[config.mk]
export PLATFORM = sky130hd
export DESIGN_NAME = shr_fifo
export DESIGN_NICKNAME = d
export VERILOG_FILES = /design/src/sv/shr_pkg.sv /design/src/sv/shr_fifo.sv
export SDC_FILE = /design/constraint.sdc
export NUM_CORES = 1
export LEC_CHECK = 0
export BUFFER_PORTS_ARGS = -buffer_cell sky130_fd_sc_hd__buf_2
export CORE_MARGIN = 2
export CORE_UTILIZATION = 45
export CTS_CLUSTER_DIAMETER = 120
export CTS_CLUSTER_SIZE = 8
export DETAILED_ROUTE_END_ITERATION = 6
export PLACE_DENSITY_LB_ADDON = 0.1
export REMOVE_ABC_BUFFERS = 1
export SYNTH_ARGS = -nofsm -noshare
export SYNTH_HDL_FRONTEND = slang
export SYNTH_SLANG_ARGS = --single-unit
export TNS_END_PERCENT = 5
[constraint.sdc]
create_clock -name clk_i -period 14.7 [get_ports clk_i]
set_clock_uncertainty 0.15 [all_clocks]
set_input_delay 0 -clock clk_i [delete_from_list [all_inputs] [get_ports clk_i]]
set_output_delay 0 -clock clk_i [all_outputs]
set_load 0.005 [all_outputs]
[src/sv/shr_pkg.sv]
`timescale 1ns / 1ps
// ----------------------------------------------------------------------------
// Solid harmonics recurrence package
// Shared widths, payload types, fixed-point constants and the reciprocal table.
// ----------------------------------------------------------------------------
package shr_pkg;

  localparam int unsigned DEG_MAX     = 7;
  localparam int unsigned DEG_RESET   = 7;
  localparam int unsigned QUEUE_DEPTH = 2;

  localparam int unsigned COORD_W = 32;
  localparam int unsigned R2_W    = 34;
  localparam int unsigned VAL_W   = 48;
  localparam int unsigned A_W     = 36;  // multiplier operand a (coord, r2, reciprocal)
  localparam int unsigned V_W     = 54;  // multiplier operand v (value or partial sum)
  localparam int unsigned R_W     = 56;  // rounded product
  localparam int unsigned FRAC    = 30;
  localparam int unsigned RCP_W   = 31;

  typedef logic signed [COORD_W-1:0] coord_t;
  typedef logic signed [VAL_W-1:0]   val_t;

  localparam val_t ONE_Q45 = 48'sh2000_0000_0000;
  localparam val_t VAL_MAX = 48'sh7FFF_FFFF_FFFF;
  localparam val_t VAL_MIN = 48'sh8000_0000_0000;

  typedef struct packed {
    coord_t            x;
    coord_t            y;
    coord_t            z;
    logic [R2_W-1:0]   r2;
    logic [2:0]        top;
  } pt_t;

  typedef struct packed {
    logic                  start;
    logic signed [A_W-1:0] a;
    logic signed [V_W-1:0] v;
  } mul_req_t;

  typedef struct packed {
    logic                  done;
    logic signed [R_W-1:0] res;
  } mul_rsp_t;

  localparam int unsigned RECIP_COUNT = 50;
  localparam int unsigned Q30 = 1073741824;

  // round(2^30 / k)
  localparam int unsigned RECIP_TAB [RECIP_COUNT] = '{
    0,
    (Q30 + 0) / 1,   (Q30 + 1) / 2,   (Q30 + 1) / 3,   (Q30 + 2) / 4,   (Q30 + 2) / 5,
    (Q30 + 3) / 6,   (Q30 + 3) / 7,   (Q30 + 4) / 8,   (Q30 + 4) / 9,   (Q30 + 5) / 10,
    (Q30 + 5) / 11,  (Q30 + 6) / 12,  (Q30 + 6) / 13,  (Q30 + 7) / 14,  (Q30 + 7) / 15,
    (Q30 + 8) / 16,  (Q30 + 8) / 17,  (Q30 + 9) / 18,  (Q30 + 9) / 19,  (Q30 + 10) / 20,
    (Q30 + 10) / 21, (Q30 + 11) / 22, (Q30 + 11) / 23, (Q30 + 12) / 24, (Q30 + 12) / 25,
    (Q30 + 13) / 26, (Q30 + 13) / 27, (Q30 + 14) / 28, (Q30 + 14) / 29, (Q30 + 15) / 30,
    (Q30 + 15) / 31, (Q30 + 16) / 32, (Q30 + 16) / 33, (Q30 + 17) / 34, (Q30 + 17) / 35,
    (Q30 + 18) / 36, (Q30 + 18) / 37, (Q30 + 19) / 38, (Q30 + 19) / 39, (Q30 + 20) / 40,
    (Q30 + 20) / 41, (Q30 + 21) / 42, (Q30 + 21) / 43, (Q30 + 22) / 44, (Q30 + 22) / 45,
    (Q30 + 23) / 46, (Q30 + 23) / 47, (Q30 + 24) / 48, (Q30 + 24) / 49
  };

  function automatic logic [RCP_W-1:0] recip(input logic [5:0] k);
    logic [31:0] e;
    e = 32'(RECIP_TAB[k]);
    recip = (k < 6'(RECIP_COUNT)) ? e[RCP_W-1:0] : '0;
  endfunction

  function automatic val_t sat_val(input logic signed [R_W-1:0] v);
    if ((&v[R_W-1:VAL_W-1]) || (~|v[R_W-1:VAL_W-1])) begin
      sat_val = v[VAL_W-1:0];
    end else if (v[R_W-1]) begin
      sat_val = VAL_MIN;
    end else begin
      sat_val = VAL_MAX;
    end
  endfunction

endpackage

[src/sv/shr_fifo.sv]
`timescale 1ns / 1ps
// ----------------------------------------------------------------------------
// Solid harmonics job queue
// Short queue of classified points between front end and sequencer.
// ----------------------------------------------------------------------------
module shr_fifo import shr_pkg::*; (
  input  logic clk_i,
  input  logic rst_ni,
  input  logic push_valid_i,
  output logic push_ready_o,
  input  pt_t  push_data_i,
  output logic pop_valid_o,
  input  logic pop_ready_i,
  output pt_t  pop_data_o
);

  localparam int unsigned Depth = QUEUE_DEPTH;
  localparam int unsigned PtrW  = $clog2(Depth);

  pt_t             mem_q [Depth];
  logic [PtrW-1:0] wr_q, rd_q;
  logic [PtrW:0]   cnt_q;
  logic            push, pop;

  assign push_ready_o = (cnt_q != (PtrW+1)'(Depth));
  assign pop_valid_o  = (cnt_q != '0);
  assign push         = push_valid_i && push_ready_o;
  assign pop          = pop_valid_o && pop_ready_i;
  assign pop_data_o   = mem_q[rd_q];

  always_ff @(posedge clk_i or negedge rst_ni) begin
    if (!rst_ni) begin
      wr_q  <= '0;
      rd_q  <= '0;
      cnt_q <= '0;
    end else begin
      if (push) wr_q <= wr_q + 1'b1;
      if (pop)  rd_q <= rd_q + 1'b1;
      if (push && !pop)      cnt_q <= cnt_q + 1'b1;
      else if (pop && !push) cnt_q <= cnt_q - 1'b1;
    end
  end

  always_ff @(posedge clk_i) begin
    if (push) mem_q[wr_q] <= push_data_i;
  end

  a_cnt_bound: assert property (@(posedge clk_i) disable iff (!rst_ni)
    cnt_q <= (PtrW+1)'(Depth)) else $error("queue count beyond depth");

  a_cnt_step: assert property (@(posedge clk_i) disable iff (!rst_ni)
    push && !pop |=> cnt_q == $past(cnt_q) + 1'b1) else $error("queue count lost a push");

endmodule

Word-level counts from Yosys, hierarchy flattened. Memory sizes are Yosys's and may differ from the RTL's. Cells that the tools add are included.

Memories kept: 1. Memory bits (writable): 266. Bits in latches: 0. Register bits: 4. Memory bits (read-only): 0.

Equal/unequal tests: 1. Add/sub/neg operators: 4. Shift operators: 0. Magnitude comparators: 0. Mux-type cells: 4. Divide/modulo/power cells: 0. Reductions and logical operators: 8. Bitwise logic cells: 0. Multipliers: 0.

Memory list: mem_q (words 2, width 133, read ports 1, clocked after Yosys merged registers in 0, wr ports 1, RTL line shr_fifo.sv:20) `pt_t mem_q [Depth];`.

Operators with widths (count): logical AND 1 bit (4); two-way mux 2 bit (2); nonzero test 2 bit (2); adder 1 bit, second input constant (2); adder 2 x 1 -> 2 bit, second input constant (1); zero test 1 bit (2); two-way mux 1 bit (2); != test 2 bit, second input constant (1); subtractor 2 x 1 -> 2 bit, second input constant (1).

Logic depth before layout (Yosys ltp).
Depth after elaboration: 6. Gate-level depth with buffers: 7.

Least setup slack after synthesis. OpenSTA, ideal clock, no wires.

Path type: register to register. Start point: register cnt_q[0]. End point: memory mem_q[0][0] (netlist name), enable pin. Arrival: 6175 ps. Stages on the path, launching flop included: 4. Setup time: 627 ps. Slack: 7748 ps. Data required time: 13923 ps. Cells stage by stage: dfrtp_1 -> nand2b_1 -> nand2_1 -> nor2_1.

Word-level cells in the longest chain between the ends: 4.

Ends and longest elaborated chain: start: declaration (RTL line shr_fifo.sv:22) `logic [PtrW:0] cnt_q;`; start signal: assignment (RTL line shr_fifo.sv:39) `if (push && !pop) cnt_q <= cnt_q + 1'b1;`; start signal: assignment (RTL line shr_fifo.sv:40) `else if (pop && !push) cnt_q <= cnt_q - 1'b1;`; != test 2 bit (RTL line shr_fifo.sv:25) `assign push_ready_o = (cnt_q != (PtrW+1)'(Depth));`; via push_ready_o (RTL line shr_fifo.sv:10) `output logic push_ready_o,`; logical AND 1 bit (RTL line shr_fifo.sv:27) `assign push = push_valid_i && push_ready_o;`; two-way mux 1 bit (RTL line shr_fifo.sv:45) `if (push) mem_q[wr_q] <= push_data_i;`; two-way mux 1 bit (not written as such) (RTL line shr_fifo.sv:45); end: declaration (RTL line shr_fifo.sv:20).

The timed path passes the listed nets, and every way through them passes these cells.

==> impl_metrics.json <==
{
  "status": "finished, final reports clean",
  "gp_congestion": 0.730,
  "fin_setup_tns_ns": 0,
  "row_count": 54,
  "avgSynthCellArea_sq_um": 23.2,
  "wl_per_cell_microns": 17.7,
  "utilization": 0.644,
  "drive_above_1_share": 0.517,
  "track_usage": 0.171,
  "ant_nets": 0,
  "cpMostUsedCell": "buf_4",
  "post_cts_buffers": 0,
  "cp-end-kind": "primary output",
  "cts.sinks": 270,
  "syn_area_sq_um": 10000,
  "cts_root_buf": "clkbuf_16",
  "ys_seq_elements": 270,
  "synth_cells": 432,
  "synth.distinct_cells": 15,
  "max_slew_margin": 0.259,
  "cp_slowest_stage_delay_ns": 0.85,
  "htreeDepth": 2,
  "routed_wl_microns": 20500,
  "clock_latency_ns": 0.49,
  "cts_buffers": 39,
  "initial_core_util": 0.460,
  "die_y_microns": 153,
  "fillerInstances": 1528,
  "cts_resized": 0,
  "setup_violations": 0,
  "path_max_fanout": 65,
  "crit_type": "reg2out",
  "pin_count": 272,
  "grt_overflow": 0,
  "fp.coreArea_sq_um": 21800,
  "seqPwrFrac": 0.430,
  "cts_tree": "yes",
  "post-route-period-util": 0.239,
  "drt_iter0_drc": 284,
  "crit_path_start_kind": "register",
  "grt_pass1_vias": 6131,
  "p_leak_nw": 5.51,
  "area_growth_pct": 40.2,
  "yosysSeqAreaShare": 0.806,
  "cp_cell_sequence": "buf_4, buf_4, mux2_2, buf_2",
  "crit_start": "rd_q",
  "antenna_found_initial": 1,
  "power.share.clock": 0.293,
  "grt_first_pass_wirelength_microns": 31700,
  "slew_viol_final": 0,
  "vias_per_cell": 4.81,
  "fp.dieW_microns": 153,
  "fmaxAchievable_mhz": 285,
  "p_sw_uw": 676,
  "fin_ws_ns": 11.19,
  "p_int_mw": 1.91,
  "final_net_count": 1009,
  "fin_crit_ns": 3.51,
  "yosys_warnings": 0,
  "die-area_sq_um": 23500,
  "worst_pin_slew_ns": 1.11,
  "power_frac_comb": 0.277,
  "antenna_cells": 0,
  "ir_drop_uv": 113,
  "min-delay-start": "push_data_i[15]",
  "switching_share": 0.261,
  "hold_path_class": "in2reg",
  "power_density_nw_per_um2": 184,
  "rsz0062_at_grt": "no",
  "slowest_stage": "buf_4",
  "hpwlAfterDp_microns": 12400,
  "hold_viol": 0,
  "drc": 0,
  "rr_startpoint": "cnt_q[0]",
  "io_buffers": 271,
  "dr.pass1.iters": 4,
  "grt_max_degree": 77,
  "maxCapViolCount": 0,
  "cp.arrival_ns": 3.36,
  "dr_total_vias": 5569,
  "clk_pin_slew_ns": 0.05,
  "clock_path_buffers": 3,
  "dp_slack_ns": 11.63,
  "required_ns": 14.55
}
[stage by stage]
step / cell area, sq um / instances / power, mW / hold slack (ns)
2_1_floorplan: 9900 / 417 / 1.62 / -0.446
3_3_place_gp: 11700 / 973 / 1.81 / -0.337
3_5_place_dp: 11700 / 973 / 1.83 / -0.331
4_1_cts: 14100 / 1158 / 2.62 / 0.0603
5_1_grt: 14100 / 1158 / 2.72 / 0.0685
6_report: 14100 / 1158 / 2.59 / 0.0790
[cell usage in the layout (no fill, tap or decap), types with 2 or more instances in the layout]
| cell | n |
|---|---|
| buf_2 | 271 |
| edfxtp_1 | 266 |
| dlygate4sd3_1 | 137 |
| mux2_2 | 73 |
| mux2_4 | 60 |
| clkbuf_16 | 39 |
| clkbuf_1 | 7 |
| buf_4 | 5 |
| xnor2_1 | 3 |
| dfrtp_1 | 3 |
| nand2_1 | 2 |
| xor2_1 | 2 |
[area by class of cell]
class                   count  area (sq um)  share of cell area
clock buffers              47          1020              0.0723
clock inverters             1          8.76            0.000623
inverters                   1          3.75            0.000267
multi-input cells         146          1830               0.130
flip-flops and latches    270          8090               0.575
well taps                 280           350              0.0249
repair buffers            413          2770               0.197
[state kept, by name, indices dropped and copies added, names as in the netlist]
signal / flops
cnt_q: 2
mem_q: 266
rd_q: 1
wr_q: 1
[Yosys cell counts (all sizes together)]
library cell  number  area [sq um]
and3               1          6.26
nand2              2          7.51
nand2b             1          6.26
xnor2              3          26.3
xor2               2          17.5
dfrtp              4           100
inv                1          3.75
ha                 1          12.5
mux2             133          1720
nor2               2          7.51
buf               15           125
edfxtp           266          7990
or2                1          6.26
[kinds of logic after synthesis]
kind of cell / share of synthesized area
flops: 0.806
simple gates: 0.00337
buf+inv: 0.0128
fa+ha+maj: 0.00125
mux: 0.172
xor+xnor: 0.00437
[repair_timing]
| item | 4_1_cts | 5_1_grt |
|---|---|---|
| hold buffers | 137 | 0 |
| endpoints found under the hold margin | 277 | 0 |
| endpoints found under the setup margin | 0 | 0 |
[worst max-delay path, delay by kind of cell (launching register included)]
family | cells | cell delay [ns]
DFF | 1 | 0.66
buffers and inverters | 3 | 1.72
muxes | 1 | 0.41
[layer usage]
metal / vias up / track usage / wire length, microns / part of all wire
li1: 2589 / - / - / -
met1: 2720 / 0.203 / 8060 / 0.39
met2: 217 / 0.293 / 10300 / 0.50
met3: 41 / 0.0581 / 1660 / 0.081
met4: 2 / 0.0547 / 506 / 0.025
met5: - / 0 / 13 / 0.00063
[final timing paths]
| check | to | slack (ns) | cells past startpoint |
|---|---|---|---|
| min reg2reg | cnt_q[1] | 0.34 | 1 |
| max in group asynchronous | rd_q | 13.92 | 3 |
| max | pop_data_o[20] | 11.19 | 4 |
| min | mem_q[1][15] | 0.08 | 2 |
| min in group asynchronous | wr_q | 0.27 | 3 |
| max reg2reg | mem_q[1][9] | 11.78 | 3 |
[power groups by stage]
| stage | registers [mW] | logic (mW) | clock network [mW] |
|---|---|---|---|
| after floorplan | 1.19 | 0.432 | 0 |
| after global placement | 1.12 | 0.691 | 0 |
| after detailed placement | 1.13 | 0.700 | 0 |
| after CTS | 1.12 | 0.733 | 0.775 |
| after global routing | 1.13 | 0.778 | 0.810 |
| final | 1.11 | 0.718 | 0.759 |
No activity file was read; power rests on OpenSTA's default activity.
