<file path="src/sv/shr_pkg.sv">
`timescale 1ns / 1ps
// ----------------------------------------------------------------------------
// Solid harmonics recurrence package
// Shared widths, payload types, fixed-point constants and the reciprocal table.
// ----------------------------------------------------------------------------
package shr_pkg;

  localparam int unsigned DEG_MAX     = 7;
  localparam int unsigned DEG_RESET   = 7;
  localparam int unsigned QUEUE_DEPTH = 2;

  localparam int unsigned COORD_W = 32;
  localparam int unsigned R2_W    = 34;
  localparam int unsigned VAL_W   = 48;
  localparam int unsigned A_W     = 36;  // multiplier operand a (coord, r2, reciprocal)
  localparam int unsigned V_W     = 54;  // multiplier operand v (value or partial sum)
  localparam int unsigned R_W     = 56;  // rounded product
  localparam int unsigned FRAC    = 30;
  localparam int unsigned RCP_W   = 31;

  typedef logic signed [COORD_W-1:0] coord_t;
  typedef logic signed [VAL_W-1:0]   val_t;

  localparam val_t ONE_Q45 = 48'sh2000_0000_0000;
  localparam val_t VAL_MAX = 48'sh7FFF_FFFF_FFFF;
  localparam val_t VAL_MIN = 48'sh8000_0000_0000;

  typedef struct packed {
    coord_t            x;
    coord_t            y;
    coord_t            z;
    logic [R2_W-1:0]   r2;
    logic [2:0]        top;
  } pt_t;

  typedef struct packed {
    logic                  start;
    logic signed [A_W-1:0] a;
    logic signed [V_W-1:0] v;
  } mul_req_t;

  typedef struct packed {
    logic                  done;
    logic signed [R_W-1:0] res;
  } mul_rsp_t;

  localparam int unsigned RECIP_COUNT = 50;
  localparam int unsigned Q30 = 1073741824;

  // round(2^30 / k)
  localparam int unsigned RECIP_TAB [RECIP_COUNT] = '{
    0,
    (Q30 + 0) / 1,   (Q30 + 1) / 2,   (Q30 + 1) / 3,   (Q30 + 2) / 4,   (Q30 + 2) / 5,
    (Q30 + 3) / 6,   (Q30 + 3) / 7,   (Q30 + 4) / 8,   (Q30 + 4) / 9,   (Q30 + 5) / 10,
    (Q30 + 5) / 11,  (Q30 + 6) / 12,  (Q30 + 6) / 13,  (Q30 + 7) / 14,  (Q30 + 7) / 15,
    (Q30 + 8) / 16,  (Q30 + 8) / 17,  (Q30 + 9) / 18,  (Q30 + 9) / 19,  (Q30 + 10) / 20,
    (Q30 + 10) / 21, (Q30 + 11) / 22, (Q30 + 11) / 23, (Q30 + 12) / 24, (Q30 + 12) / 25,
    (Q30 + 13) / 26, (Q30 + 13) / 27, (Q30 + 14) / 28, (Q30 + 14) / 29, (Q30 + 15) / 30,
    (Q30 + 15) / 31, (Q30 + 16) / 32, (Q30 + 16) / 33, (Q30 + 17) / 34, (Q30 + 17) / 35,
    (Q30 + 18) / 36, (Q30 + 18) / 37, (Q30 + 19) / 38, (Q30 + 19) / 39, (Q30 + 20) / 40,
    (Q30 + 20) / 41, (Q30 + 21) / 42, (Q30 + 21) / 43, (Q30 + 22) / 44, (Q30 + 22) / 45,
    (Q30 + 23) / 46, (Q30 + 23) / 47, (Q30 + 24) / 48, (Q30 + 24) / 49
  };

  function automatic logic [RCP_W-1:0] recip(input logic [5:0] k);
    logic [31:0] e;
    e = 32'(RECIP_TAB[k]);
    recip = (k < 6'(RECIP_COUNT)) ? e[RCP_W-1:0] : '0;
  endfunction

  function automatic val_t sat_val(input logic signed [R_W-1:0] v);
    if ((&v[R_W-1:VAL_W-1]) || (~|v[R_W-1:VAL_W-1])) begin
      sat_val = v[VAL_W-1:0];
    end else if (v[R_W-1]) begin
      sat_val = VAL_MIN;
    end else begin
      sat_val = VAL_MAX;
    end
  endfunction

endpackage

</file>
<file path="src/sv/shr_if.sv">
`timescale 1ns / 1ps
// ----------------------------------------------------------------------------
// Solid harmonics channel interfaces
// Point input channel and harmonic result channel, valid/ready.
// ----------------------------------------------------------------------------
interface shr_point_if import shr_pkg::*; ();
  logic   valid;
  logic   ready;
  coord_t coord_x;
  coord_t coord_y;
  coord_t coord_z;

  modport source (output valid, output coord_x, output coord_y, output coord_z,
                  input ready);
  modport sink   (input valid, input coord_x, input coord_y, input coord_z,
                  output ready);
endinterface


</file>
<file path="src/sv/shr_front.sv">
`timescale 1ns / 1ps
// ----------------------------------------------------------------------------
// Solid harmonics front end
// Accepts a point, forms r squared from the three squared coordinates, clamps
// the degree and pushes the job into the queue.
// ----------------------------------------------------------------------------
module shr_front import shr_pkg::*; #(
  parameter int unsigned MAX_DEGREE = DEG_MAX
) (
  input  logic        clk_i,
  input  logic        rst_ni,
  shr_point_if.sink   point_i,
  input  logic        cfg_we_i,
  input  logic [2:0]  cfg_wdata_i,
  output logic        push_valid_o,
  input  logic        push_ready_i,
  output pt_t         push_data_o
);

  typedef enum logic [1:0] {F_IDLE, F_SQ, F_PUSH} state_e;

  localparam logic [2:0] MaxDeg = 3'(MAX_DEGREE);

  state_e      state_q, state_d;
  logic [1:0]  cnt_q, cnt_d;
  logic [2:0]  max_deg_q;
  coord_t      x_q, y_q, z_q;
  logic [2:0]  top_q;
  logic [63:0] sq_q, sq_rnd;
  coord_t      sq_op;
  logic signed [63:0] sq_prod;
  logic        accept;

  assign point_i.ready = (state_q == F_IDLE);
  assign accept        = point_i.valid && point_i.ready;

  always_comb begin
    case (cnt_q)
      2'd0:    sq_op = x_q;
      2'd1:    sq_op = y_q;
      default: sq_op = z_q;
    endcase
  end

  assign sq_prod = sq_op * sq_op;
  assign sq_rnd  = sq_q + 64'h2000_0000;

  always_comb begin
    state_d = state_q;
    cnt_d   = cnt_q;
    case (state_q)
      F_IDLE: if (accept) begin
        state_d = F_SQ;
        cnt_d   = 2'd0;
      end
      F_SQ: begin
        cnt_d = cnt_q + 2'd1;
        if (cnt_q == 2'd2) state_d = F_PUSH;
      end
      F_PUSH: if (push_ready_i) state_d = F_IDLE;
      default: state_d = F_IDLE;
    endcase
  end

  always_ff @(posedge clk_i or negedge rst_ni) begin
    if (!rst_ni) begin
      state_q   <= F_IDLE;
      cnt_q     <= 2'd0;
      max_deg_q <= 3'(DEG_RESET);
    end else begin
      state_q <= state_d;
      cnt_q   <= cnt_d;
      if (cfg_we_i) max_deg_q <= cfg_wdata_i;
    end
  end

  always_ff @(posedge clk_i) begin
    if (accept) begin
      x_q   <= point_i.coord_x;
      y_q   <= point_i.coord_y;
      z_q   <= point_i.coord_z;
      top_q <= (max_deg_q > MaxDeg) ? MaxDeg : max_deg_q;
      sq_q  <= '0;
    end else if (state_q == F_SQ) begin
      sq_q <= sq_q + $unsigned(sq_prod);
    end
  end

  assign push_valid_o    = (state_q == F_PUSH);
  assign push_data_o.x   = x_q;
  assign push_data_o.y   = y_q;
  assign push_data_o.z   = z_q;
  assign push_data_o.r2  = sq_rnd[FRAC+R2_W-1:FRAC];
  assign push_data_o.top = top_q;

endmodule

</file>
<file path="src/flat_wrapper.sv">
// flat-port wrapper written by rule: the top's interface ports become plain ports
module shr_front_flat import shr_pkg::*;
#(
  parameter int unsigned MAX_DEGREE = DEG_MAX
)
  (clk_i, rst_ni, cfg_we_i, cfg_wdata_i, push_valid_o, push_ready_i, push_data_o, point_i_valid, point_i_coord_x, point_i_coord_y, point_i_coord_z, point_i_ready);
  shr_point_if point_i_i ();
  input  logic clk_i;
  input  logic rst_ni;
  input  logic cfg_we_i;
  input  logic [2:0] cfg_wdata_i;
  output logic push_valid_o;
  input  logic push_ready_i;
  output pt_t push_data_o;
  input wire logic [$bits(point_i_i.valid)-1:0] point_i_valid;
  input wire logic [$bits(point_i_i.coord_x)-1:0] point_i_coord_x;
  input wire logic [$bits(point_i_i.coord_y)-1:0] point_i_coord_y;
  input wire logic [$bits(point_i_i.coord_z)-1:0] point_i_coord_z;
  output wire logic [$bits(point_i_i.ready)-1:0] point_i_ready;
  assign point_i_i.valid = point_i_valid;
  assign point_i_i.coord_x = point_i_coord_x;
  assign point_i_i.coord_y = point_i_coord_y;
  assign point_i_i.coord_z = point_i_coord_z;
  assign point_i_ready = point_i_i.ready;
  shr_front #(.MAX_DEGREE(MAX_DEGREE)) u_core (.clk_i(clk_i), .rst_ni(rst_ni), .point_i(point_i_i), .cfg_we_i(cfg_we_i), .cfg_wdata_i(cfg_wdata_i), .push_valid_o(push_valid_o), .push_ready_i(push_ready_i), .push_data_o(push_data_o));
endmodule
</file>
<file path="config.mk">
export PLATFORM = sky130hd
export DESIGN_NAME = shr_front_flat
export DESIGN_NICKNAME = d
export VERILOG_FILES = /design/src/sv/shr_pkg.sv /design/src/sv/shr_if.sv /design/src/sv/shr_front.sv /design/src/flat_wrapper.sv
export SDC_FILE = /design/constraint.sdc
export NUM_CORES = 2
export LEC_CHECK = 0
export BUFFER_PORTS_ARGS = -buffer_cell sky130_fd_sc_hd__buf_2
export CORE_MARGIN = 2
export CORE_UTILIZATION = 45
export DETAILED_ROUTE_END_ITERATION = 6
export PLACE_DENSITY = 0.75
export SYNTH_ARGS = -nofsm -noshare
export SYNTH_HDL_FRONTEND = slang
export SYNTH_SLANG_ARGS = --single-unit
</file>
<file path="constraint.sdc">
create_clock -name clk_i -period 8.9 [get_ports clk_i]
set_input_delay 1.78 -clock clk_i [delete_from_list [all_inputs] [get_ports clk_i]]
set_output_delay 1.78 -clock clk_i [all_outputs]
set_load 0.02 [all_outputs]
</file>
Word level (Yosys, flattened, before mapping)
Index checks and enable logic that the tools add are counted.
{ "totals": {"memories": 0, "mem_bits_ro": 0, "latchBits": 0, "word_cells": 33, "in_bits": 104, "mem_bits_rw": 0, "ff_bits": 170, "out_inout_bits": 135} }
{ "op_classes": {"bitwise": 0, "n_reduce_logical": 6, "shift": 0, "mul": 1, "eq_ne": 7, "magnitude_cmp": 1, "add_sub_neg": 3, "n_mux": 7, "div": 0} }
{ "ops": {"columns": ["cell", "n"], "rows": [
  ["$add A64 B30 Y64 const B", 1],
  ["$add A64 B64 Y64", 1],
  ["$mul A32 B32 Y64", 1],
  ["$pmux W32 S2", 1],
  ["$mux W2", 4],
  ["$pmux W2 S3", 1],
  ["$eq A2 B1 Y1 const B", 2],
  ["$eq A2 B2 Y1 const B", 2],
  ["$logic_not A2 Y1", 2],
  ["$ne A2 B1 Y1 const B", 2],
  ["$pmux W2 S2", 1],
  ["$gt A3 B3 Y1 const B", 1],
  ["$reduce_and A3 Y1", 1],
  ["$add A2 B1 Y2 const B", 1],
  ["$ne A2 B2 Y1 const B", 1],
  ["$reduce_and A2 Y1", 1],
  ["$reduce_bool A2 Y1", 1],
  ["$logic_and A1 B1 Y1", 1]
]} }

Depth between registers and ports, before layout
{ "depth": {"word_depth": 4, "depth_mapped": 37} }

Least setup slack after synthesis
No wires, ideal clock.
{ "synth_timing": {"path_kind": "register -> register", "from": "register u_core.cnt_q[0]", "to": "register u_core.sq_q[61]", "path_stages_with_launch": 33, "t_arrival_ns": 9.509, "setup_time_ns": 0.062, "synth_period_minus_slack_ns": 9.570, "path_slack_ns": -0.670, "required_time_ns": 8.838, "path_buffers": 3, "cell_sequence": "dfrtp_1 -> inv_1 -> ha_1 -> nor2_1 -> clkbuf_1 -> buf_1 -> a21oi_1 -> inv_1 -> nand2_1 -> fa_1 -> inv_1 -> fa_1 -> fa_1 -> inv_1 -> fa_1 -> inv_1 -> fa_1 -> fa_1 -> fa_1 -> inv_1 -> fa_1 -> inv_1 -> ha_1 -> buf_2 -> nand4_1 -> nor3_2 -> nand4_1 -> o21ai_0 -> nand2_1 -> and3_4 -> o31ai_4 -> or4b_1 -> nand3_1"} }
{ "synth_between": {"elab_chain_cells": 4, "word_cells_on_any_way": 5, "cone_classes": "1 x add/sub; 1 x mul; 1 x eq/ne; 1 x mux; 1 x reduce/logical"} }
{ "synth_rtl": {"columns": ["item", "line_no", "source"], "rows": [
  ["start, declared", "shr_front.sv:25", "logic [1:0] cnt_q, cnt_d;"],
  ["start signal, assigned", "shr_front.sv:72", "cnt_q <= cnt_d;"],
  ["$eq A2 B1 Y1 / $logic_not A2 Y1 (equally long branches)", "shr_front.sv:38", "case (cnt_q)"],
  ["$pmux W32 S2 (*)", "shr_front.sv:38", null],
  ["$mul A32 B32 Y64 (*)", "shr_front.sv:45", "assign sq_prod = sq_op * sq_op;"],
  ["$add A64 B64 Y64 (*)", "shr_front.sv:85", "sq_q <= sq_q + $unsigned(sq_prod);"],
  ["end signal, assigned", "shr_front.sv:85", null],
  ["end, declared", "shr_front.sv:29", "logic [63:0] sq_q, sq_rnd;"]
]} }
Mark *: on every way between the ends. The rest lies on a longest branch, timed or not.
A chain may end at the register's enable or synchronous reset.

Worst setup path after layout
Ends and elaborated chain as after synthesis.

==> results.md <==
Layout:
- The post-route standard cell area excluding fillers is 0.0504 sq mm.
- The final layout net count is 6475.
- The sequential cells in the finished layout cover a total of 0.00443 sq mm.
- In the layout the commonest cells are 1379 x inv_1, 1121 x fa_1, 426 x buf_4.
- Cells with a size suffix above 1 make up 17.9% of the layout.
- Measured on the finished design, the core utilization comes to 53.3%.
- The filler cell count in the final layout is 8108.
- The library cell used most frequently in the layout, excluding fill and tap cells, is inv_1.
- The area growth from synthesis to layout is 17.8%.
- The combined area of the multi-input logic cells is 0.0329 sq mm.

Min path:
- The number of stages on the worst hold path is 2.
- The worst hold endpoint is u_core.sq_q[26].
- The worst min-delay path category is reg -> reg.
- The startpoint identified for the worst hold timing path is u_core.sq_q[26].

Global routing:
- Global routing consumed, over all layers together, 29.2% of the routing resources.
- The residual overflow from global routing is 0.
- The number of global-route vias before repair came to 37100.
- Entering global routing, the biggest net connects 96 pins.
- The initial antenna violation count is 5.
- The first global-routing pass estimated 211 mm of wire.

CTS:
- The count of clock tree sinks is 170.
- TritonCTS built the clock tree.
- Clock latency on the worst-skew pair, taken at its later pin, is 0.54 ns.
- The number of clock buffers added by TritonCTS is 17.
- Counting along the longest clock path gives a buffer depth of 2.
- The clock root buffer master is clkbuf_16.
- Clock-pin slew was measured on the worst setup and hold paths at 0.11 ns.
- The H-tree was split into 4 levels.

Floorplan:
- The number of top-level design ports is 239.
- In this run the core area contains 113 standard-cell rows.
- The die is 312 um tall.
- The starting density of the core is 45.3%.
- The area of the placeable core is 0.0946 sq mm.
- The area of the die is 0.0976 sq mm.
- The die span in x is 312 um.

Placement:
- After detailed placement, the total cell area comes to 0.0492 sq mm.
- In this run the tool buffered the top-level ports with 238 buffer cells.
- The final HPWL from detailed placement is 114 mm.
- The routability-driven placement congestion ratio is 1.04.

Routing:
- The routed layout has 33200 vias.
- The number of search-and-repair iterations in the first detailed-routing pass is 7.
- The via density per instance is 5.28.
- Once detail routing completed, the nets flagged for antenna violations numbered 0.
- Summed over all layers, the routed wires come to 137 mm.
- The DRC marker count from the first detailed-route iteration is 3040.
- The average wire per standard cell is 21.7 um.
- The number of DRC violations after detailed routing is 11.

Timing:
- Setup violations remaining at the end of the flow were counted as 4.
- The number of failing hold endpoints at the final stage is 0.
- Headroom to the max-slew limit came out at 16.8%.
- For the pin with the worst max-slew slack, the measured transition is 1.24 ns.
- The shortest clock period the worst path allows after layout is 9.02 ns.
- The final period utilization is 101%.
- Once routing completed, OpenROAD measured the worst setup slack at -0.123 ns.
- The final setup skew is 0.0461 ns.
- Hold timing on the final database bottoms out at a slack of 0.464 ns.
- Based on the critical path, the design can be clocked at up to 111 MHz.
- The final number of max-transition violations is 0.
- Setup repair after global routing could not meet its margin everywhere.

Logic synthesis:
- The number of enable-type register cells in the synthesized netlist is 99.
- During synthesis, Yosys emitted a total of 0 warnings.
- Among all flip-flop cells after synthesis, the most frequent one is edfxtp_1.
- The synthesized area is 0.0428 sq mm.
- Of the synthesized area, sequential elements account for 10.4%.
- The share of flip-flops with an asynchronous set or reset is 4.12%.
- The average cell area after synthesis is 9.73 sq um.
- When the netlist entered floorplanning its net count stood at 5875.
- The flop and latch count out of synthesis is 170.
- The count of cell types in the netlist is 77.
- The gate count of the mapped netlist is 4400.

Setup path:
- The type of destination of the critical path is a flip-flop.
- The worst register-to-register path has a setup slack of -0.12 ns.
- The number of cells on the worst reg-to-reg path is 34.
- The required time of the critical path is 9.37 ns.
- The cell with the biggest individual delay on the critical path is nor2_2.
- The cell that appears most often on the critical path is fa_1.
- The endpoint arrival time on the critical path is 9.50 ns.
- For this run, the slowest stage of the critical path takes 0.60 ns.
- The highest net fanout along the worst path is 22.
- STA classifies the critical path startpoint as a flip-flop.
- The end of the worst register-to-register path is u_core.sq_q[61].
- The critical path class is reg -> reg.
- The worst register-to-register path begins at u_core.cnt_q[0].

Run status:
- The checks that failed: DRC, setup timing.
- The flow ran to the end, but the final reports show violations.

Run:
- Max-cap violations in this run came to 0.
==> sequential cells by signal, summed over array words and instances (netlist names) <==
| register | cells |
|---|---|
| u_core.sq_q | 64 |
| u_core.x_q | 32 |
| u_core.y_q | 32 |
| u_core.z_q | 32 |
| u_core.max_deg_q | 3 |
| u_core.top_q | 3 |
| u_core.cnt_q | 2 |
| u_core.state_q | 2 |
==> how the worst max path moves through the flow <==
stage	startpoint	endpoint	slack [ns]	cells past startpoint
2_1_floorplan	u_core.cnt_q[0]	u_core.sq_q[60]	0.001	35
3_3_place_gp	u_core.cnt_q[1]	u_core.sq_q[60]	-0.34	34
3_5_place_dp	u_core.cnt_q[0]	u_core.sq_q[61]	-0.49	34
4_1_cts	u_core.cnt_q[0]	u_core.sq_q[61]	0.0008	35
5_1_grt	u_core.cnt_q[0]	u_core.sq_q[61]	-0.39	34
6_report	u_core.cnt_q[0]	u_core.sq_q[61]	-0.12	34
==> per-stage QoR <==
stage / setup TNS, ns / setup WS, ns / cells
floorplan: 0 / 0.00108 / 4400
global placement: -4.16 / -0.340 / 6237
detailed placement: -8.31 / -0.495 / 6237
CTS: 0 / 0.000838 / 6272
global route: -3.90 / -0.391 / 6279
finish: -0.193 / -0.123 / 6282
==> cell type report <==
cell class / count / share of cell area [%]
inverter: 1403 / 10.5
multi-input combinational: 2680 / 65.3
antenna: 4 / 0.0198
sequential: 170 / 8.79
clock inverter: 15 / 0.432
clock buffer: 17 / 0.844
timing repair buffer: 728 / 11.0
tap: 1265 / 3.14
==> cells in the mapped netlist, drive strengths merged (4+ instances only) <==
cell type  count  share of area (%)
inv         1392                 12
a22oi         16               0.28
buf           34               0.37
xor2          32               0.65
nor4           6               0.12
a211o          5               0.10
nand2        431                3.8
and3           5              0.085
a22o          19               0.39
nor2         258                2.3
o21ai         83               0.97
and2          14               0.20
clkbuf       113               0.99
a31o           5               0.10
a211oi        10               0.20
dfrtp          4               0.23
o31ai         14               0.28
a31oi         10               0.15
nand3b         5              0.088
or3            8               0.12
o21a          10               0.18
edfxtp        99                6.9
mux2i          4              0.094
ha           242                7.1
xnor2         86                1.8
nand3         50               0.58
a21oi         81               0.96
fa          1129                 53
clkinv        11              0.096
nor3          27               0.33
o21bai        13               0.23
o211ai         5               0.11
nand4         28               0.44
dfxtp         64                3.0
a21o          45               0.79
==> cells by family after synthesis <==
logic type / after synthesis / share of synthesized area (%)
buffers and inverters: 1550 / 13.7
adders and majority gates: 1371 / 59.9
and+or+nand+nor: 845 / 8.25
AOI/OAI and AO/OA: 339 / 5.30
DFF: 170 / 10.4
xor gates and xnor gates: 118 / 2.41
muxes: 7 / 0.172
==> critical path: cells and delay by family (launching register included) <==
family / cells / cell delay [ns]
fa+ha+maj: 10 / 4.34
simple gates: 9 / 2.29
buf+inv: 12 / 1.41
compound gates: 3 / 0.51
flops: 1 / 0.43
==> metal layers <==
| metal | wire length (um) | track usage [%] | vias to the layer above | share of wire [%] |
|---|---|---|---|---|
| met2 | 64300 | 46.9 | 1809 | 47 |
| met4 | 10400 | 18.6 | 4 | 7.6 |
| met3 | 14700 | 7.86 | 553 | 11 |
| met1 | 47200 | 34.8 | 16900 | 35 |
| met5 | 23 | 0 | - | 0.017 |
| li1 | - | - | 13900 | - |
==> repair_timing <==
item	in CTS	in global routing
pin swaps	13	16
setup buffers	4	6
cloned	0	0
hold buffers	0	0
setup endpoints to repair	28	35
gates resized for setup	40	92
Power is left out: the tool's default activity adds up to more than one toggle a clock period on the data nets, which glitch-free logic cannot reach.
