File: config.mk
export PLATFORM = sky130hd
export DESIGN_NAME = shr_back_flat
export DESIGN_NICKNAME = d
export VERILOG_FILES = /design/src/sv/shr_pkg.sv /design/src/sv/shr_if.sv /design/src/sv/shr_back.sv /design/src/flat_wrapper.sv
export SDC_FILE = /design/constraint.sdc
export NUM_CORES = 2
export LEC_CHECK = 0
export ABC_AREA = 1
export BUFFER_PORTS_ARGS = -buffer_cell sky130_fd_sc_hd__buf_2
export CAP_MARGIN = 20
export CORE_MARGIN = 2
export CORE_UTILIZATION = 60
export CTS_CLUSTER_DIAMETER = 60
export DETAILED_ROUTE_END_ITERATION = 6
export PLACE_DENSITY = 0.8
export SYNTH_ARGS = -nofsm -noshare
export SYNTH_HDL_FRONTEND = slang
export SYNTH_SLANG_ARGS = --single-unit
File: constraint.sdc
create_clock -name clk_i -period 13.9 [get_ports clk_i]
set_input_delay 0.695 -clock clk_i [delete_from_list [all_inputs] [get_ports clk_i]]
set_output_delay 0.695 -clock clk_i [all_outputs]
set_load 0.05 [all_outputs]
File: src/sv/shr_pkg.sv
`timescale 1ns / 1ps
// ----------------------------------------------------------------------------
// Solid harmonics recurrence package
// Shared widths, payload types, fixed-point constants and the reciprocal table.
// ----------------------------------------------------------------------------
package shr_pkg;

  localparam int unsigned DEG_MAX     = 7;
  localparam int unsigned DEG_RESET   = 7;
  localparam int unsigned QUEUE_DEPTH = 2;

  localparam int unsigned COORD_W = 32;
  localparam int unsigned R2_W    = 34;
  localparam int unsigned VAL_W   = 48;
  localparam int unsigned A_W     = 36;  // multiplier operand a (coord, r2, reciprocal)
  localparam int unsigned V_W     = 54;  // multiplier operand v (value or partial sum)
  localparam int unsigned R_W     = 56;  // rounded product
  localparam int unsigned FRAC    = 30;
  localparam int unsigned RCP_W   = 31;

  typedef logic signed [COORD_W-1:0] coord_t;
  typedef logic signed [VAL_W-1:0]   val_t;

  localparam val_t ONE_Q45 = 48'sh2000_0000_0000;
  localparam val_t VAL_MAX = 48'sh7FFF_FFFF_FFFF;
  localparam val_t VAL_MIN = 48'sh8000_0000_0000;

  typedef struct packed {
    coord_t            x;
    coord_t            y;
    coord_t            z;
    logic [R2_W-1:0]   r2;
    logic [2:0]        top;
  } pt_t;

  typedef struct packed {
    logic                  start;
    logic signed [A_W-1:0] a;
    logic signed [V_W-1:0] v;
  } mul_req_t;

  typedef struct packed {
    logic                  done;
    logic signed [R_W-1:0] res;
  } mul_rsp_t;

  localparam int unsigned RECIP_COUNT = 50;
  localparam int unsigned Q30 = 1073741824;

  // round(2^30 / k)
  localparam int unsigned RECIP_TAB [RECIP_COUNT] = '{
    0,
    (Q30 + 0) / 1,   (Q30 + 1) / 2,   (Q30 + 1) / 3,   (Q30 + 2) / 4,   (Q30 + 2) / 5,
    (Q30 + 3) / 6,   (Q30 + 3) / 7,   (Q30 + 4) / 8,   (Q30 + 4) / 9,   (Q30 + 5) / 10,
    (Q30 + 5) / 11,  (Q30 + 6) / 12,  (Q30 + 6) / 13,  (Q30 + 7) / 14,  (Q30 + 7) / 15,
    (Q30 + 8) / 16,  (Q30 + 8) / 17,  (Q30 + 9) / 18,  (Q30 + 9) / 19,  (Q30 + 10) / 20,
    (Q30 + 10) / 21, (Q30 + 11) / 22, (Q30 + 11) / 23, (Q30 + 12) / 24, (Q30 + 12) / 25,
    (Q30 + 13) / 26, (Q30 + 13) / 27, (Q30 + 14) / 28, (Q30 + 14) / 29, (Q30 + 15) / 30,
    (Q30 + 15) / 31, (Q30 + 16) / 32, (Q30 + 16) / 33, (Q30 + 17) / 34, (Q30 + 17) / 35,
    (Q30 + 18) / 36, (Q30 + 18) / 37, (Q30 + 19) / 38, (Q30 + 19) / 39, (Q30 + 20) / 40,
    (Q30 + 20) / 41, (Q30 + 21) / 42, (Q30 + 21) / 43, (Q30 + 22) / 44, (Q30 + 22) / 45,
    (Q30 + 23) / 46, (Q30 + 23) / 47, (Q30 + 24) / 48, (Q30 + 24) / 49
  };

  function automatic logic [RCP_W-1:0] recip(input logic [5:0] k);
    logic [31:0] e;
    e = 32'(RECIP_TAB[k]);
    recip = (k < 6'(RECIP_COUNT)) ? e[RCP_W-1:0] : '0;
  endfunction

  function automatic val_t sat_val(input logic signed [R_W-1:0] v);
    if ((&v[R_W-1:VAL_W-1]) || (~|v[R_W-1:VAL_W-1])) begin
      sat_val = v[VAL_W-1:0];
    end else if (v[R_W-1]) begin
      sat_val = VAL_MIN;
    end else begin
      sat_val = VAL_MAX;
    end
  endfunction

endpackage

File: src/sv/shr_if.sv


interface shr_result_if import shr_pkg::*; ();
  logic             valid;
  logic             ready;
  logic [2:0]       degree;
  logic signed [3:0] order;
  val_t             harmonic_value;
  logic             last;

  modport source (output valid, output degree, output order, output harmonic_value,
                  output last, input ready);
  modport sink   (input valid, input degree, input order, input harmonic_value,
                  input last, output ready);
endinterface

File: src/sv/shr_back.sv
`timescale 1ns / 1ps
// ----------------------------------------------------------------------------
// Solid harmonics sequencer
// Walks the zonal column, the diagonal and the column recurrences on the shared
// multiplier and drives the result register.
// ----------------------------------------------------------------------------
module shr_back import shr_pkg::*; (
  input  logic        clk_i,
  input  logic        rst_ni,
  input  logic        pop_valid_i,
  output logic        pop_ready_o,
  input  pt_t         pop_data_i,
  output mul_req_t    mul_req_o,
  input  mul_rsp_t    mul_rsp_i,
  shr_result_if.source result_o
);

  typedef enum logic [1:0] {S_IDLE, S_ISSUE, S_WAIT, S_EMIT} state_e;
  typedef enum logic [1:0] {J_ONE, J_ZON, J_DIAG, J_COL} job_e;

  state_e state_q, state_d;
  job_e   job_q, job_d;
  logic [2:0] st_q, st_d, l_q, l_d, m_q, m_d;
  pt_t    pt_q, pt_d;
  val_t   p1_q, p1_d, p2_q, p2_d, q1_q, q1_d, q2_q, q2_d, dp_q, dp_d, dm_q, dm_d;
  val_t   ev_q, ev_d;
  logic   elast_q, elast_d;
  logic signed [V_W-1:0] s_q, s_d;

  logic              ov_q, ov_d, olast_q, olast_d;
  logic [2:0]        odeg_q, odeg_d;
  logic signed [3:0] oord_q, oord_d;
  val_t              oval_q, oval_d;

  logic        half, is_diag, slot_free;
  logic [1:0]  sub;
  logic [5:0]  l6, m6;
  logic [11:0] kprod;
  logic [3:0]  c4;
  logic signed [A_W-1:0] x_a, y_a, z_a, r2_a, rcp_a;
  logic signed [R_W+4:0] cr;
  logic signed [R_W-1:0] nres;
  val_t        val;
  logic signed [3:0] ord;

  assign half    = (st_q >= 3'd3);
  assign is_diag = (job_q == J_DIAG);

  always_comb begin
    case (st_q)
      3'd0, 3'd3: sub = 2'd0;
      3'd1, 3'd4: sub = 2'd1;
      default:    sub = 2'd2;
    endcase
  end

  assign l6 = {3'b0, l_q};
  assign m6 = {3'b0, m_q};
  always_comb begin
    case (job_q)
      J_ZON:   kprod = 12'(l6 * l6);
      J_DIAG:  kprod = 12'({m6, 1'b0});
      J_COL:   kprod = 12'((l6 + m6) * (l6 - m6));
      default: kprod = '0;
    endcase
  end

  assign c4    = {l_q, 1'b0} - 4'd1;
  assign x_a   = A_W'(pt_q.x);
  assign y_a   = A_W'(pt_q.y);
  assign z_a   = A_W'(pt_q.z);
  assign r2_a  = $signed({{(A_W-R2_W){1'b0}}, pt_q.r2});
  assign rcp_a = $signed({{(A_W-RCP_W){1'b0}}, recip(kprod[5:0])});

  // operand routing for the current step
  always_comb begin
    mul_req_o.start = (state_q == S_ISSUE);
    mul_req_o.a     = rcp_a;
    mul_req_o.v     = s_q;
    case (sub)
      2'd0: begin
        if (is_diag) begin
          mul_req_o.a = half ? y_a : x_a;
          mul_req_o.v = V_W'(dp_q);
        end else begin
          mul_req_o.a = z_a;
          mul_req_o.v = half ? V_W'(q1_q) : V_W'(p1_q);
        end
      end
      2'd1: begin
        if (is_diag) begin
          mul_req_o.a = half ? x_a : y_a;
          mul_req_o.v = V_W'(dm_q);
        end else begin
          mul_req_o.a = r2_a;
          mul_req_o.v = half ? V_W'(q2_q) : V_W'(p2_q);
        end
      end
      default: begin
        mul_req_o.a = rcp_a;
        mul_req_o.v = s_q;
      end
    endcase
  end

  assign cr   = $signed({1'b0, c4}) * mul_rsp_i.res;
  assign nres = -mul_rsp_i.res;
  assign val  = is_diag ? sat_val(nres) : sat_val(mul_rsp_i.res);

  always_comb begin
    if (job_q == J_ONE || job_q == J_ZON) ord = 4'sd0;
    else if (half)                         ord = 4'(4'd0 - {1'b0, m_q});
    else                                   ord = {1'b0, m_q};
  end

  assign slot_free   = !ov_q || result_o.ready;
  assign pop_ready_o = (state_q == S_IDLE);

  always_comb begin
    state_d = state_q; job_d = job_q; st_d = st_q; l_d = l_q; m_d = m_q;
    pt_d = pt_q; s_d = s_q; ev_d = ev_q; elast_d = elast_q;
    p1_d = p1_q; p2_d = p2_q; q1_d = q1_q; q2_d = q2_q; dp_d = dp_q; dm_d = dm_q;
    ov_d = ov_q; odeg_d = odeg_q; oord_d = oord_q; oval_d = oval_q; olast_d = olast_q;
    if (result_o.ready) ov_d = 1'b0;
    case (state_q)
      S_IDLE: if (pop_valid_i) begin
        pt_d    = pop_data_i;
        job_d   = J_ONE;
        st_d    = 3'd0;
        l_d     = 3'd0;
        m_d     = 3'd0;
        ev_d    = ONE_Q45;
        elast_d = (pop_data_i.top == 3'd0);
        p1_d    = ONE_Q45;
        p2_d    = '0;
        dp_d    = ONE_Q45;
        dm_d    = '0;
        state_d = S_EMIT;
      end
      S_ISSUE: begin
        state_d = S_WAIT;
      end
      S_WAIT: if (mul_rsp_i.done) begin
        state_d = S_ISSUE;
        st_d    = st_q + 3'd1;
        case (sub)
          2'd0: s_d = is_diag ? mul_rsp_i.res[V_W-1:0] : cr[V_W-1:0];
          2'd1: begin
            if (is_diag && half) s_d = s_q + mul_rsp_i.res[V_W-1:0];
            else                 s_d = s_q - mul_rsp_i.res[V_W-1:0];
          end
          default: begin
            state_d = S_EMIT;
            st_d    = st_q;
            ev_d    = val;
            elast_d = is_diag && half && (m_q == pt_q.top);
            if (is_diag) begin
              if (half) begin
                dm_d = val;
                dp_d = p1_q;
                q1_d = val;
                p2_d = '0;
                q2_d = '0;
              end else begin
                p1_d = val;
              end
            end else if (half) begin
              q2_d = q1_q;
              q1_d = val;
            end else begin
              p2_d = p1_q;
              p1_d = val;
            end
          end
        endcase
      end
      S_EMIT: if (slot_free) begin
        ov_d    = 1'b1;
        odeg_d  = l_q;
        oord_d  = ord;
        oval_d  = ev_q;
        olast_d = elast_q;
        state_d = S_ISSUE;
        if (elast_q) begin
          state_d = S_IDLE;
        end else begin
          case (job_q)
            J_ONE: begin
              job_d = J_ZON;
              l_d   = 3'd1;
              st_d  = 3'd0;
            end
            J_ZON: begin
              st_d = 3'd0;
              if (l_q < pt_q.top) begin
                l_d = l_q + 3'd1;
              end else begin
                job_d = J_DIAG;
                l_d   = 3'd1;
                m_d   = 3'd1;
              end
            end
            J_DIAG: begin
              if (!half) begin
                st_d = 3'd3;
              end else begin
                job_d = J_COL;
                l_d   = m_q + 3'd1;
                st_d  = 3'd0;
              end
            end
            default: begin
              if (!half) begin
                st_d = 3'd3;
              end else begin
                st_d = 3'd0;
                if (l_q < pt_q.top) begin
                  l_d = l_q + 3'd1;
                end else begin
                  job_d = J_DIAG;
                  l_d   = m_q + 3'd1;
                  m_d   = m_q + 3'd1;
                end
              end
            end
          endcase
        end
      end
      default: state_d = S_IDLE;
    endcase
  end

  always_ff @(posedge clk_i or negedge rst_ni) begin
    if (!rst_ni) begin
      state_q <= S_IDLE;
      job_q   <= J_ONE;
      st_q    <= 3'd0;
      l_q     <= 3'd0;
      m_q     <= 3'd0;
      ov_q    <= 1'b0;
    end else begin
      state_q <= state_d;
      job_q   <= job_d;
      st_q    <= st_d;
      l_q     <= l_d;
      m_q     <= m_d;
      ov_q    <= ov_d;
    end
  end

  always_ff @(posedge clk_i) begin
    pt_q    <= pt_d;
    s_q     <= s_d;
    ev_q    <= ev_d;
    elast_q <= elast_d;
    p1_q    <= p1_d;
    p2_q    <= p2_d;
    q1_q    <= q1_d;
    q2_q    <= q2_d;
    dp_q    <= dp_d;
    dm_q    <= dm_d;
    odeg_q  <= odeg_d;
    oord_q  <= oord_d;
    oval_q  <= oval_d;
    olast_q <= olast_d;
  end

  assign result_o.valid          = ov_q;
  assign result_o.degree         = odeg_q;
  assign result_o.order          = oord_q;
  assign result_o.harmonic_value = oval_q;
  assign result_o.last           = olast_q;

  a_done_in_wait: assert property (@(posedge clk_i) disable iff (!rst_ni)
    mul_rsp_i.done |-> state_q == S_WAIT) else $error("product arrived outside wait");

endmodule

File: src/flat_wrapper.sv
// flat-port wrapper written by rule: the top's interface ports become plain ports
module shr_back_flat import shr_pkg::*;
  (clk_i, rst_ni, pop_valid_i, pop_ready_o, pop_data_i, mul_req_o, mul_rsp_i, result_o_valid, result_o_degree, result_o_order, result_o_harmonic_value, result_o_last, result_o_ready);
  shr_result_if result_o_i ();
  input  logic clk_i;
  input  logic rst_ni;
  input  logic pop_valid_i;
  output logic pop_ready_o;
  input  pt_t pop_data_i;
  output mul_req_t mul_req_o;
  input  mul_rsp_t mul_rsp_i;
  output wire logic [$bits(result_o_i.valid)-1:0] result_o_valid;
  output wire logic [$bits(result_o_i.degree)-1:0] result_o_degree;
  output wire logic [$bits(result_o_i.order)-1:0] result_o_order;
  output wire logic [$bits(result_o_i.harmonic_value)-1:0] result_o_harmonic_value;
  output wire logic [$bits(result_o_i.last)-1:0] result_o_last;
  input wire logic [$bits(result_o_i.ready)-1:0] result_o_ready;
  assign result_o_valid = result_o_i.valid;
  assign result_o_degree = result_o_i.degree;
  assign result_o_order = result_o_i.order;
  assign result_o_harmonic_value = result_o_i.harmonic_value;
  assign result_o_last = result_o_i.last;
  assign result_o_i.ready = result_o_ready;
  shr_back u_core (.clk_i(clk_i), .rst_ni(rst_ni), .pop_valid_i(pop_valid_i), .pop_ready_o(pop_ready_o), .pop_data_i(pop_data_i), .mul_req_o(mul_req_o), .mul_rsp_i(mul_rsp_i), .result_o(result_o_i));
endmodule
After elaboration in Yosys (flattened, before gate mapping). Memories as Yosys holds them, arrays and structs flattened. Index checks and enable logic that the tools add are counted.

Memory bits (read-only): 2048. Register bits after elaboration: 594. Memories: 1. Word-level logic and storage cells: 205. Output and inout bits: 149.

Memory list: (name not given) (words 64, width 32, read ports 1, clocked after memory_dff 0, wr ports 0, line shr_pkg.sv:67) `e = 32'(RECIP_TAB[k]);`.

Multipliers: 3. Add/sub/neg operators: 10. Equal/unequal tests: 27. Reduce and logical (&&, ||, !) cells: 40. Muxes and demuxes: 92. Bitwise operators: 3. Order comparisons: 4.

Operator list (number): 48-bit two-way mux (27); 48-bit case mux with 2 select lines (5); 54-bit two-way mux (4); 90-bit two-way mux (2); 90-bit case mux with 2 select lines (1); 54-bit case mux with 2 select lines (1); 31-bit two-way mux (3); 36-bit two-way mux (2); 5-bit by 56-bit multiplier with 54-bit output (1); 56-bit negation (1); 54-bit adder (1); 3-bit two-way mux (18); 54-bit subtractor (1); 6-bit AND reduction (4); 2-bit two-way mux (11); 3-bit case mux with 2 select lines (3); 3-bit case mux with 3 select lines (2); 6-bit case mux with 3 select lines (1); 9-bit AND reduction (2); 9-bit OR reduction (2); 2-bit != test (second input constant) (8); 12-bit by 12-bit multiplier with 6-bit output (1); 2-bit OR reduction (6); 3-bit by 1-bit adder with 3-bit output (second input constant) (3); 39 further kinds (69).

Depth between registers and ports, before layout.
Word-level depth: 11. Gate-level depth with buffers: 28. Depth with buffers taken out: 26.

Worst setup path before layout. No wires, ideal clock.

Kind: flip-flop to flip-flop. Start point: register u_core.st_q[0]. End point: register u_core.p1_q[0], enable pin. Cell stages (with the launch flop): 8. Setup time: 0.711 ns. Buffers on the path: 2. Setup slack: 4.247 ns. Arrival: 8.942 ns. Cells stage by stage: dfrtp_1 > ha_1 > ha_1 > nor2_1 > nand2_1 > clkbuf_1 > clkbuf_1 > a2111oi_0.

Longest elaborated chain between the ends: 7. Elaborated cells between the ends (all ways): 14.

Ends and longest elaborated chain: start: declaration (line shr_back.sv:23) `logic [2:0] st_q, st_d, l_q, l_d, m_q, m_d;`; start signal: assignment (line shr_back.sv:244) `st_q <= st_d;`; 3-bit by 1-bit == test with 1-bit output, or another cell as far along (line shr_back.sv:50) `case (st_q)`; 2-bit OR reduction (line shr_back.sv:50); 2-bit case mux with 2 select lines (line shr_back.sv:50); 2-bit by 1-bit == test with 1-bit output / 2-bit logical NOT (equally long branches) (line shr_back.sv:146) `case (sub)`; 2-bit OR reduction (no line); 2-bit != test (no line); 5-bit AND reduction (no line) *; end signal: assignment (line shr_back.sv:256) `p1_q <= p1_d;`; end: declaration (line shr_back.sv:25) `val_t p1_q, p1_d, p2_q, p2_d, q1_q, q1_d, q2_q, q2_d, dp_q, dp_d, dm_q, dm_d;`.

Mark *: on every way between the ends. The rest lies on a longest branch, timed or not. A chain may end at the register's enable or synchronous reset.

==> results by group <==
GRT
  • Largest net degree at the start of global routing: 83
  • Initial antenna violation count: 7
  • Total gr overflow: 0
  • Vias in the first global route: 38,800
  • GRT Total Usage: 41.6%
  • First-pass GRT wire length: 230 mm

Timing
  • Slew Viols, Final: 0
  • Relative slew slack: 21.0%
  • Setup TNS: 0 ns
  • FMAX: 0.121 GHz
  • Final hold vios: 0
  • Slew @ Worst Pin: 1.17 ns
  • Unrepaired setup endpoints after global routing: false
  • Layout Skew: 0.0329 ns
  • Final Critical Period: 8.25 ns
  • Fin crit share: 59.4%
  • Setup Viol. Count Final: 0
  • Post-route setup slack: 5.65 ns

CTS
  • # H-tree levels: 3
  • Worst-Skew Late Latency: 0.64 ns
  • CTS clk-pin slew, worst paths: 0.06 ns
  • CTS tree: done
  • Post-CTS resize count: 0
  • CTS Buffer Depth: 3
  • Clock root cell: clkbuf_16
  • Num CTS Buffers: 68
  • # clock sinks: 594

Place
  • GPL Wtd Cong: 1.07
  • Dpl hpwl: 114 mm
  • Placed cell area: 44,800 um^2
  • PortBufs: 342
  • Post-Place Worst Slack: 6.44 ns

Logic synthesis
  • Synth cell types: 57
  • Sequential fraction of the synthesis area: 42.0%
  • Ys flop type: edfxtp_1
  • Area contributors post-synth: edfxtp_1 (41%), nand2_1 (11%), nor2_1 (6.3%)
  • Syn Area/Cell: 7.99 um^2
  • Post-Syn Nets: 5,792
  • Synthesized flop and latch total: 594
  • Mapped Area: 42,300 um^2
  • Syn. warnings: 0
  • Synth Instances: 5,295
  • Cell accounting for the most synthesized area: edfxtp_1
  • Share of the synthesized area in the top cell type: 41.2%
  • Post-synth EDFFs: 580
  • Share of synthesized registers carrying an async set or reset: 2.36%

Floorplan
  • Die area: 72,700 um^2
  • Core area: 69,900 um^2
  • Initial Utilization: 60.5%
  • Die height: 270 um
  • Die width: 270 um
  • Rows: 97
  • I/O pin cnt: 343

Setup path
  • Critical-path maximum fanout: 53
  • CP Cell Sequence: buf_4 -> clkinv_1 -> ha_1 -> fa_1 -> xor2_1 -> or2_2 -> fa_1 -> fa_1 -> inv_1 -> fa_1 -> nand2_1 -> nand3_1 -> buf_4 -> inv_1 -> buf_4 -> nand2_1 -> nor2_1 -> o21ai_0 -> o21ai_0 -> o22ai_1 -> buf_2
  • Worst path required time: 13.20 ns
  • Worst setup EP type: primary output
  • CP startpoint kind: flop
  • Critical path class: flop to primary output
  • Critical path's most frequent cell: fa_1
  • CP max-delay cell: clkinv_1
  • CP Data Arrival Time: 7.56 ns
  • CP peak stage delay: 0.57 ns

Drt
  • Final wirelength: 154 mm
  • Post-route DRC violation count: 0
  • Drt first-iter violations: 5,652
  • TritonRoute pass-1 iters: 6
  • Avg WL per Cell: 23.6 um
  • Vias: 40,000
  • Remaining antenna violation count: 0
  • Drt via density: 6.13

Job
  • Max-cap violation count: 0

Hold path
  • Min-Delay Path Class: primary input to flop

Final layout
  • Area growth, synth to finish: 10.9%
  • Fraction of layout cells with a size suffix above 1: 10.6%
  • Layout Nets: 6,039
  • Final Util: 67.1%
  • Final instance area: 46,900 um^2

Outcome
  • Status: finished clean
## cells in the mapped netlist (all sizes together) (21+ instances only)
cell type / number
a21oi: 385
a22o: 52
a31oi: 25
buf: 77
clkbuf: 134
edfxtp: 580
fa: 108
ha: 195
inv: 684
nand2: 1215
nand3: 326
nand4: 35
nor2: 735
nor3: 21
o211ai: 67
o21ai: 399
o21bai: 31
xor2: 76
## sequential cells by signal, indices dropped and copies added, names as in the netlist
signal and flops:
u_core.pt_q 133, u_core.s_q 54, u_core.dm_q 48, u_core.dp_q 48, u_core.ev_q 48, u_core.p1_q 48, u_core.p2_q 48, u_core.q1_q 48
u_core.q2_q 48, u_core.result_o.harmonic_value 48, u_core.result_o.order 4, u_core.l_q 3, u_core.m_q 3, u_core.result_o.degree 3, u_core.st_q 3, u_core.job_q 2
u_core.state_q 2, u_core.elast_q 1, u_core.result_o.last 1, u_core.result_o.valid 1
## layer usage
metal	part of all wire, %	track usage, %
met1	38	55.0
met2	46	66.5
met3	12	8.84
met4	4.7	17.8
met5	0.039	0
## final timing paths
check	slack (ns)	start	depth (start not counted)	end
setup / recovery	5.65	u_core.l_q[0]	21	mul_req_o[80]
hold reg to reg	0.42	u_core.ev_q[22]	0	u_core.result_o.harmonic_value[22]
setup reg to reg	6.22	u_core.l_q[0]	24	u_core.s_q[41]
min in group asynchronous	0.50	rst_ni	2	u_core.result_o.valid
hold / removal	0.23	pop_data_i[65]	1	u_core.pt_q[65]
max in group asynchronous	13.12	rst_ni	2	u_core.l_q[0]
## cells in the final DEF, fill, tap and decap left out, drive strengths merged, types with 31 or more instances in the layout
cell type,count
clkbuf,77
a22o,52
ha,195
clkinv,32
xor2,76
nand3,326
o21ai,399
inv,695
fa,108
nor2,735
nand4,35
buf,387
nand2,1215
edfxtp,580
o21bai,31
a21oi,385
o211ai,67
## final cells by class
type,instances,area (um^2)
sequential,594,17800
tap,940,1180
fill,5743,23000
antenna,2,5.00
inverter,689,2600
clock buffer,77,1760
timing repair buffer,388,2060
multi-input combinational,3801,21200
clock inverter,41,392
## critical path: cells and delay by family, from the launching register on
kind / cells / cell delay [ns]
DFF: 1 / 0.34
xor gates and xnor gates: 1 / 0.20
and+or+nand+nor: 5 / 0.71
AOI/OAI and AO/OA: 3 / 0.85
buffers and inverters: 7 / 2.37
adders and majority gates: 5 / 2.40
## cell families (layout without fill, tap and decap cells)
group / Yosys count / count (layout) / share of synthesized area (%)
adders and majority gates: 303 / 303 / 10.9
other: 0 / 2 / 0
and+or+nand+nor: 2373 / 2373 / 23.2
buffers and inverters: 900 / 1195 / 8.26
DFF: 594 / 594 / 42.0
xor gates and xnor gates: 92 / 92 / 1.92
muxes: 1 / 1 / 0.0237
AOI/OAI and AO/OA: 1032 / 1032 / 13.8
## through the flow
| stage | hold slack [ns] | std cells |
|---|---|---|
| after floorplan | 0.399 | 5295 |
| after global placement | 0.401 | 6410 |
| after detailed placement | 0.405 | 6411 |
| after CTS | 0.213 | 6530 |
| after global routing | 0.218 | 6532 |
| final | 0.226 | 6532 |
## what timing repair did
action | in CTS | in global routing
endpoints found under the hold margin | 14 | 0
hold buffers | 1 | 0
buffers inserted | 0 | 0
Power is not shown: default switching activity piles up to over one toggle a cycle in this logic, so the estimate is an artifact.
